--- src/rtl/core/double_ended_queue_defines.svh ---
// Assertion macros for the deque core
`ifndef DOUBLE_ENDED_QUEUE_DEFINES_SVH
`define DOUBLE_ENDED_QUEUE_DEFINES_SVH

// Consequent must hold in the same cycle as the antecedent
`define DEQ_ASSERT_SAME(lbl, ante, cons, msg) \
  lbl: assert property (@(posedge clk_i) disable iff (!rst_ni) (ante) |-> (cons)) \
    else $error(msg);

// Consequent must hold in the cycle after the antecedent
`define DEQ_ASSERT_NEXT(lbl, ante, cons, msg) \
  lbl: assert property (@(posedge clk_i) disable iff (!rst_ni) (ante) |=> (cons)) \
    else $error(msg);

`endif

--- src/rtl/core/deq_pkg.sv ---
`timescale 1ns / 1ps
package deq_pkg;

  localparam int DEPTH  = 16;
  localparam int IDX_W  = $clog2(DEPTH);
  localparam int CNT_W  = $clog2(DEPTH + 1);
  localparam int SUM_W  = CNT_W + 1;
  localparam int WORD_W = 32;

  typedef enum logic [2:0] {
    ACT_PUSH_FRONT = 3'd0,
    ACT_PUSH_BACK  = 3'd1,
    ACT_POP_FRONT  = 3'd2,
    ACT_POP_BACK   = 3'd3,
    ACT_DUMP       = 3'd4
  } act_e;

  typedef enum logic [1:0] {
    ST_OK    = 2'd0,
    ST_UNDER = 2'd1,
    ST_OVER  = 2'd2,
    ST_EMPTY = 2'd3
  } res_e;

  typedef enum logic [1:0] {
    S_IDLE,
    S_POP_OUT,
    S_DUMP_RD,
    S_DUMP_OUT
  } state_e;

  // Commands from the controller to the datapath
  typedef struct packed {
    logic push_front;
    logic push_back;
    logic pop_front;
    logic pop_back;
    logic dump_start;
    logic dump_rd;
    logic dump_next;
    logic out_load;
    logic out_from_mem;
    res_e out_status;
    logic out_last;
  } cmd_t;

  // Status from the datapath to the controller
  typedef struct packed {
    logic empty;
    logic full;
    logic dump_last;
    logic out_free;
  } sts_t;

  // base + off modulo DEPTH; both operands are below DEPTH
  function automatic logic [IDX_W-1:0] ring_add(input logic [IDX_W-1:0] base,
                                                input logic [CNT_W-1:0] off);
    logic [SUM_W-1:0] s;
    s = SUM_W'(base) + SUM_W'(off);
    if (s >= SUM_W'(DEPTH)) s = s - SUM_W'(DEPTH);
    return s[IDX_W-1:0];
  endfunction

  function automatic logic [IDX_W-1:0] ring_dec(input logic [IDX_W-1:0] base);
    return (base == '0) ? IDX_W'(DEPTH - 1) : base - IDX_W'(1);
  endfunction

endpackage

--- src/rtl/core/deq_ctrl.sv ---
`timescale 1ns / 1ps
module deq_ctrl import deq_pkg::*; (
  input  logic       clk_i,
  input  logic       rst_ni,
  input  logic       in_valid_i,
  input  logic [2:0] in_action_i,
  output logic       in_ready_o,
  input  sts_t       sts_i,
  output cmd_t       cmd_o
);

  state_e state_q, state_d;
  act_e   act;

  assign act = act_e'(in_action_i);

  always_ff @(posedge clk_i or negedge rst_ni) begin
    if (!rst_ni) begin
      state_q <= S_IDLE;
    end else begin
      state_q <= state_d;
    end
  end

  always_comb begin
    state_d    = state_q;
    cmd_o      = '0;
    cmd_o.out_status = ST_OK;
    in_ready_o = 1'b0;
    case (state_q)
      S_IDLE: begin
        in_ready_o = sts_i.out_free;
        if (in_valid_i && sts_i.out_free) begin
          case (act)
            ACT_PUSH_FRONT, ACT_PUSH_BACK: begin
              cmd_o.out_load = 1'b1;
              cmd_o.out_last = 1'b1;
              if (sts_i.full) begin
                cmd_o.out_status = ST_OVER;
              end else begin
                cmd_o.push_front = (act == ACT_PUSH_FRONT);
                cmd_o.push_back  = (act == ACT_PUSH_BACK);
              end
            end
            ACT_POP_FRONT, ACT_POP_BACK: begin
              if (sts_i.empty) begin
                cmd_o.out_load   = 1'b1;
                cmd_o.out_last   = 1'b1;
                cmd_o.out_status = ST_UNDER;
              end else begin
                cmd_o.pop_front = (act == ACT_POP_FRONT);
                cmd_o.pop_back  = (act == ACT_POP_BACK);
                state_d = S_POP_OUT;
              end
            end
            ACT_DUMP: begin
              if (sts_i.empty) begin
                cmd_o.out_load   = 1'b1;
                cmd_o.out_last   = 1'b1;
                cmd_o.out_status = ST_EMPTY;
              end else begin
                cmd_o.dump_start = 1'b1;
                state_d = S_DUMP_RD;
              end
            end
            default: ;
          endcase
        end
      end
      S_POP_OUT: begin
        // popped word arrives from the memory read register
        if (sts_i.out_free) begin
          cmd_o.out_load     = 1'b1;
          cmd_o.out_from_mem = 1'b1;
          cmd_o.out_last     = 1'b1;
          state_d = S_IDLE;
        end
      end
      S_DUMP_RD: begin
        cmd_o.dump_rd = 1'b1;
        state_d = S_DUMP_OUT;
      end
      S_DUMP_OUT: begin
        if (sts_i.out_free) begin
          cmd_o.out_load     = 1'b1;
          cmd_o.out_from_mem = 1'b1;
          cmd_o.out_last     = sts_i.dump_last;
          if (sts_i.dump_last) begin
            state_d = S_IDLE;
          end else begin
            cmd_o.dump_next = 1'b1;
            state_d = S_DUMP_RD;
          end
        end
      end
      default: state_d = S_IDLE;
    endcase
  end

endmodule

--- src/rtl/core/deq_dpath.sv ---
`timescale 1ns / 1ps
module deq_dpath import deq_pkg::*; (
  input  logic                     clk_i,
  input  logic                     rst_ni,
  input  logic signed [WORD_W-1:0] in_value_i,
  input  cmd_t                     cmd_i,
  output sts_t                     sts_o,
  output logic                     out_valid_o,
  input  logic                     out_ready_i,
  output logic [1:0]               out_status_o,
  output logic signed [WORD_W-1:0] out_word_o,
  output logic                     out_last_o
);

  logic signed [WORD_W-1:0] mem [DEPTH];
  logic signed [WORD_W-1:0] rd_data_q;
  logic [IDX_W-1:0] front_q, front_d;
  logic [CNT_W-1:0] count_q, count_d;
  logic [IDX_W-1:0] dump_idx_q, dump_idx_d;
  logic             out_valid_q, out_valid_d;
  res_e             out_status_q;
  logic signed [WORD_W-1:0] out_word_q;
  logic             out_last_q;
  logic             wr_en, rd_en;
  logic [IDX_W-1:0] wr_addr, rd_addr, front_dec;

  assign front_dec = ring_dec(front_q);

  always_comb begin
    front_d    = front_q;
    count_d    = count_q;
    dump_idx_d = dump_idx_q;
    wr_en      = 1'b0;
    wr_addr    = front_dec;
    rd_en      = 1'b0;
    rd_addr    = front_q;
    if (cmd_i.push_front) begin
      wr_en   = 1'b1;
      front_d = front_dec;
      count_d = count_q + CNT_W'(1);
    end
    if (cmd_i.push_back) begin
      wr_en   = 1'b1;
      wr_addr = ring_add(front_q, count_q);
      count_d = count_q + CNT_W'(1);
    end
    if (cmd_i.pop_front) begin
      rd_en   = 1'b1;
      front_d = ring_add(front_q, CNT_W'(1));
      count_d = count_q - CNT_W'(1);
    end
    if (cmd_i.pop_back) begin
      rd_en   = 1'b1;
      rd_addr = ring_add(front_q, count_q - CNT_W'(1));
      count_d = count_q - CNT_W'(1);
    end
    if (cmd_i.dump_start) dump_idx_d = '0;
    if (cmd_i.dump_rd) begin
      rd_en   = 1'b1;
      rd_addr = ring_add(front_q, CNT_W'(dump_idx_q));
    end
    if (cmd_i.dump_next) dump_idx_d = dump_idx_q + IDX_W'(1);
  end

  always_ff @(posedge clk_i) begin
    if (wr_en) mem[wr_addr] <= in_value_i;
    if (rd_en) rd_data_q <= mem[rd_addr];
  end

  always_ff @(posedge clk_i or negedge rst_ni) begin
    if (!rst_ni) begin
      front_q     <= '0;
      count_q     <= '0;
      dump_idx_q  <= '0;
      out_valid_q <= 1'b0;
    end else begin
      front_q     <= front_d;
      count_q     <= count_d;
      dump_idx_q  <= dump_idx_d;
      out_valid_q <= out_valid_d;
    end
  end

  assign out_valid_d = cmd_i.out_load | (out_valid_q & ~out_ready_i);

  always_ff @(posedge clk_i) begin
    if (cmd_i.out_load) begin
      out_status_q <= cmd_i.out_status;
      out_word_q   <= cmd_i.out_from_mem ? rd_data_q : '0;
      out_last_q   <= cmd_i.out_last;
    end
  end

  assign sts_o.empty     = (count_q == '0);
  assign sts_o.full      = (count_q >= CNT_W'(DEPTH));
  assign sts_o.dump_last = ((CNT_W'(dump_idx_q) + CNT_W'(1)) == count_q);
  assign sts_o.out_free  = ~out_valid_q | out_ready_i;

  assign out_valid_o  = out_valid_q;
  assign out_status_o = out_status_q;
  assign out_word_o   = out_word_q;
  assign out_last_o   = out_last_q;

endmodule

--- src/rtl/core/double_ended_queue.sv ---
// Bounded double-ended queue of signed 32-bit words held in a 16-entry ring.
// Slave stream: tuser carries the action (push front, push back, pop front,
// pop back, dump), tdata the word to push. Master stream: tuser carries the
// status (ok, underflow, overflow, empty), tdata the popped or dumped word,
// tlast marks the final result word of an item.
// Push, refused push, empty pop, empty dump: one result word, valid on
// m_axis the cycle after the item is taken; the next item may follow at once.
// Unused action codes are taken and give no result.
// Pop: the word passes through the memory read register, then the output
// register, since the memory has a single registered read port; input is
// refused until it is loaded. Dump: one word per element, front to back,
// each read, then loaded into the output register; input waits for the last.
// The output register decouples the sides: an item is taken while a result is
// offered, as long as the sink takes it in that same cycle.
// Reset empties the queue; stored words are not cleared. A stalled sink holds
// the result word and stops the block until the word is taken.
`timescale 1ns / 1ps
`include "double_ended_queue_defines.svh"
module double_ended_queue import deq_pkg::*; (
  input  logic                     clk_i,
  input  logic                     rst_ni,
  input  logic                     s_axis_tvalid_i,
  output logic                     s_axis_tready_o,
  input  logic signed [WORD_W-1:0] s_axis_tdata_i,  // [31:0] value
  input  logic [2:0]               s_axis_tuser_i,  // [2:0] action
  output logic                     m_axis_tvalid_o,
  input  logic                     m_axis_tready_i,
  output logic signed [WORD_W-1:0] m_axis_tdata_o,  // [31:0] word
  output logic [1:0]               m_axis_tuser_o,  // [1:0] status
  output logic                     m_axis_tlast_o
);

  cmd_t cmd;
  sts_t sts;
  logic in_take;
  logic pop_take;
  logic out_stall;

  deq_ctrl u_ctrl (
    .clk_i       (clk_i),
    .rst_ni      (rst_ni),
    .in_valid_i  (s_axis_tvalid_i),
    .in_action_i (s_axis_tuser_i),
    .in_ready_o  (s_axis_tready_o),
    .sts_i       (sts),
    .cmd_o       (cmd)
  );

  deq_dpath u_dpath (
    .clk_i        (clk_i),
    .rst_ni       (rst_ni),
    .in_value_i   (s_axis_tdata_i),
    .cmd_i        (cmd),
    .sts_o        (sts),
    .out_valid_o  (m_axis_tvalid_o),
    .out_ready_i  (m_axis_tready_i),
    .out_status_o (m_axis_tuser_o),
    .out_word_o   (m_axis_tdata_o),
    .out_last_o   (m_axis_tlast_o)
  );

  assign in_take   = s_axis_tvalid_i && s_axis_tready_o;
  assign pop_take  = in_take && !sts.empty &&
                     (s_axis_tuser_i == ACT_POP_FRONT || s_axis_tuser_i == ACT_POP_BACK);
  assign out_stall = m_axis_tvalid_o && !m_axis_tready_i;

  // never take a word while an untaken result would be overwritten
  `DEQ_ASSERT_SAME(a_no_overrun, in_take, !out_stall, "input taken over a stalled result")
  // a pop on a non-empty queue keeps the block busy the next cycle
  `DEQ_ASSERT_NEXT(a_pop_busy, pop_take, !s_axis_tready_o, "pop did not hold off input")
  // the queue is never both empty and full
  `DEQ_ASSERT_SAME(a_count_sane, 1'b1, !(sts.empty && sts.full), "queue both empty and full")

endmodule
--- config.mk ---
export PLATFORM = sky130hd
export DESIGN_NAME = double_ended_queue
export DESIGN_NICKNAME = d
export VERILOG_FILES = /design/src/rtl/core/deq_pkg.sv /design/src/rtl/core/deq_ctrl.sv /design/src/rtl/core/deq_dpath.sv /design/src/rtl/core/double_ended_queue.sv
export VERILOG_INCLUDE_DIRS = /design/src /design/src/rtl/core
export SDC_FILE = /design/constraint.sdc
export NUM_CORES = 1
export LEC_CHECK = 0
export BUFFER_PORTS_ARGS = -buffer_cell sky130_fd_sc_hd__buf_2
export CELL_PAD_IN_SITES_DETAIL_PLACEMENT = 1
export CELL_PAD_IN_SITES_GLOBAL_PLACEMENT = 2
export CORE_UTILIZATION = 40
export CTS_BUF_LIST = sky130_fd_sc_hd__clkbuf_8
export DETAILED_ROUTE_END_ITERATION = 12
export GPL_ROUTABILITY_DRIVEN = 0
export PLACE_DENSITY = 0.8
export SLEW_MARGIN = 20
export SYNTH_ARGS = -nofsm -noshare
export SYNTH_HDL_FRONTEND = slang
export SYNTH_SLANG_ARGS = --single-unit
--- constraint.sdc ---
create_clock -name clk_i -period 6.55 [get_ports clk_i]
set_input_delay 0.3275 -clock clk_i [delete_from_list [all_inputs] [get_ports clk_i]]
set_output_delay 0.3275 -clock clk_i [all_outputs]
set_load 0.02 [all_outputs]
==> flow_summary_export.csv <==
group,metric,value,unit
run_status,status,"finished clean",
timing,finalClockSkew,0.02932,ns
critical_path,path_cells,"nand2b_2, nand3_1, o311ai_0, o311a_4, buf_4, a21oi_1, a22o_1, o22ai_1, a211o_1",
timing,hold_viol,0,
flow_run,maxCapViolCount,0,
yosys,seq_area_frac_synth,74.86,%
yosys,post_synth.cell_area_avg,14.43,um2
timing,drv_slew,0,
route,drc,0,
critical_path,cp.arrival,5.19,ns
timing,finalSetupViolCount,0,
floorplanning,io-pin-count,76,
critical_path,critPathTopFamily,"compound AO/OA/AOI/OAI gates",
yosys,synth_top_family_by_area,"compound AO/OA/AOI/OAI gates",
critical_path,critPathCaptureType,"register",
timing,worstMarginPinSlew,1.118,ns
timing,fmax,0.2148,GHz
yosys,synth.distinct_cells,55,
global_route,overflow,0,
yosys,synth_compound_area_share,14.51,%
floorplanning,dieArea,60380,um2
cts,root_buffer,"clkbuf_8",
yosys,netlist_instances,1647,
global_route,use_met1,28.48,%
power,vdd_drop_max,493.6,uV
final_layout,drive_gt1_share,14.15,%
final_layout,final_cell_area,27330,um2
yosys,synth_edf_count,579,
critical_path,critical_path_class,"register to register",
yosys,ys_ff_latch,595,
cts,h-tree-depth,3,
floorplanning,placementRows,88,
global_route,top_usage_layer,"met2",
cts,cts.clk_slew.worst_paths,0.06,ns
yosys,synth_area_leaders,"edfxtp_1 73%, a21oi_1 5.7%, nand2_1 4.0%",
critical_path,worst_ep_required_time,7.09,ns
yosys,synth_top_area_share,73.17,%
final_layout,num-fill-cells,5805,
route,drt.antenna.violating_nets,0,
cts,cts_buffer_depth,3,
route,viasPerCell,5.713,
power,p_leak,9.946,nW
cts,clock_latency,0.70,ns
timing,max-slew-margin-rel,25.27,%
yosys,synthArstFlopShare,2.689,%
global_route,grt_start_max_net_pins,133,
timing,period_minus_slack,4.655,ns
critical_path,start_kind,"register",
floorplanning,die_h,245.7,um
placed_design,io_buffer_count,75,
cts,tritoncts,"done",
cts,cts_resized,0,
global_route,grt_pass1_wl,99280,um
floorplanning,core,58250,um2
global_route,grt_pass1_vias,15800,
yosys,yosys.area_share.adder,1.095,%
yosys,synth-simple-area-share,6.298,%
floorplanning,fp.dieW,245.7,um
global_route,grt_usage,22.32,%
route,routed_wl,66960,um
critical_path,worstPathMaxFanout,64,
cts,cts_buffers,100,
cts,cts_sinks,595,
yosys,synth_flop_cell,"edfxtp_1",
placed_design,placed_cell_area,25180,um2
yosys,synth.area.mux_share,0.08952,%
yosys,synth-xor-area-share,0.6266,%
yosys,netlist_area,23760,um2
timing,rsz0062_at_grt,"false",
floorplanning,start_util,40.80,%
final_layout,area_growth,15.01,%
critical_path,timing.critical_path.buf_inv,1,
placed_design,hpwl,35890,um
power,powerDensity,499.1,nW/um2
critical_path,cpPeakStageDelay,0.90,ns
min_path,hp-class,"primary input to register",
timing,period_share,71.07,%
yosys,yosys.area.top_type,"edfxtp_1",
route,wl_per_cell,25.42,um
yosys,yosys_warnings,0,
final_layout,nNetsFinal,1846,
yosys,synth_nets,1705,
critical_path,crit_slowest_cell,"o311a_4",
route,first_pass_iters,7,
global_route,grt_use_met2,38.29,%
timing,tns,0,ns
global_route,antenna_found_initial,3,
global_route,grtUsageMet3,3.623,%
route,num_vias,15050,
route,drt_iter0_markers,1114,
==> Yosys cell counts (16+ instances only) <==
cell type  count
clkbuf_1      57
nand2_1      255
a211oi_1      32
o22ai_1       33
ha_1          16
a22oi_1       34
a21oi_1      269
dfrtp_1       16
a21o_1        37
and3_1        33
nor2_1        28
a211o_1       33
edfxtp_1     579
a22o_1        65
buf_2         33
==> sequential cells by signal (all words and copies together), names as in the netlist <==
register / count
u_ctrl.state_q: 2
u_dpath.count_q: 5
u_dpath.dump_idx_q: 4
u_dpath.front_q: 4
u_dpath.mem: 512
u_dpath.out_last_o: 1
u_dpath.out_status_o: 2
u_dpath.out_valid_o: 1
u_dpath.out_word_o: 32
u_dpath.rd_data_q: 32
==> report_power, final <==
part	switching [mW]	internal (mW)	total, mW	leakage, nW
Clock	1.49	1.46	2.96	1.01
Sequential	0.162	4.60	4.76	5.43
Combinational	3.84	2.08	5.92	3.50
Total	5.50	8.14	13.6	9.95
==> cell usage in the layout, fill, tap and decap left out, drive strengths merged, types with 2 or more instances in the layout <==
cell type and count:
o21ai 11, xnor2 12, nor4 2, o21a 4
a211o 33, edfxtp 579, inv 51, nand2 255
a21oi 269, nor2b 3, and3 33, a21o 37
clkbuf 100, dlygate4sd3 34, nor2 28, a211oi 32
a22o 65, ha 16, a31oi 3, a22oi 34
o31ai 2, o22ai 33, buf 117, and2 4
clkinvlp 5, o311ai 3, diode 3, xor2 5
clkinv 35, fa 3, nor3 5, nand2b 9
dfrtp 16, nand3 9
==> per-stage QoR <==
stage | worst slack, ns | cells | hold WS [ns] | power [mW] | utilization [%]
6_report | 1.895 | 2634 | 0.06235 | 13.64 | 46.92
3_3_place_gp | 2.050 | 2411 | 0.2727 | 10.48 | 43.04
5_1_grt | 1.735 | 2634 | 0.03768 | 14.40 | 46.92
2_1_floorplan | 3.114 | 1647 | 0.03191 | 8.936 | -
3_5_place_dp | 1.837 | 2415 | 0.2818 | 10.70 | 43.23
4_1_cts | 1.921 | 2629 | 0.004882 | 13.72 | 46.83
==> cells by family (layout without fill, tap and decap cells) <==
kind of cell / Yosys count / count (layout)
flops: 595 / 595
compound gates: 537 / 537
simple gates: 353 / 353
buf+inv: 124 / 343
fa+ha+maj: 19 / 19
xor+xnor: 17 / 17
mux: 2 / 2
other cells: 0 / 3
==> worst register-to-register path, stage by stage (launching register included) <==
cell and delay (ns):
dfrtp_1 0.38, nand2b_2 0.75, nand3_1 0.39, o311ai_0 0.86, o311a_4 0.90, buf_4 0.57, a21oi_1 0.09, a22o_1 0.25
o22ai_1 0.17, a211o_1 0.14
==> final timing paths <==
path                       depth (start not counted)                              endpoint                       startpoint  slack, ns
max                                                9       u_dpath.rd_data_q[13]$_DFFE_PP_    u_dpath.out_valid_o$_DFF_PN0_       1.89
min reg2reg                                        1  u_dpath.out_word_o[29]$_SDFFCE_PN0P_  u_dpath.rd_data_q[29]$_DFFE_PP_       0.56
min                                                1         u_dpath.mem[12][13]$_DFFE_PP_               s_axis_tdata_i[13]       0.06
min in group asynchronous                          2        u_dpath.front_q[1]$_DFFE_PN0P_                           rst_ni       0.10
max in group asynchronous                          2        u_dpath.front_q[3]$_DFFE_PN0P_                           rst_ni       6.15
max reg2reg                                        9       u_dpath.rd_data_q[13]$_DFFE_PP_    u_dpath.out_valid_o$_DFF_PN0_       1.89
==> per-layer routing <==
layer  share of wire [%]  up-vias
met5                   0        -
met4                 2.4        0
met3                 5.7      132
met2                  50      505
met1                  42     7788
li1                    -     6622
==> layout make-up <==
| type | count | area, um2 | share of cell area, % |
|---|---|---|---|
| Multi-Input combinational cell | 928 | 5547 | 20.30 |
| Clock inverter | 80 | 377.9 | 1.383 |
| Sequential cell | 595 | 17790 | 65.09 |
| Inverter | 12 | 45.04 | 0.1648 |
| Antenna cell | 3 | 7.507 | 0.02747 |
| Timing Repair Buffer | 151 | 1231 | 4.505 |
| Tap cell | 765 | 957.2 | 3.502 |
| Clock buffer | 100 | 1376 | 5.036 |
==> what timing repair did <==
item,CTS,global route
hold buffers,34,0
hold endpoints to repair,505,0
buffers inserted,0,0
(Power assumes the default switching activity.)
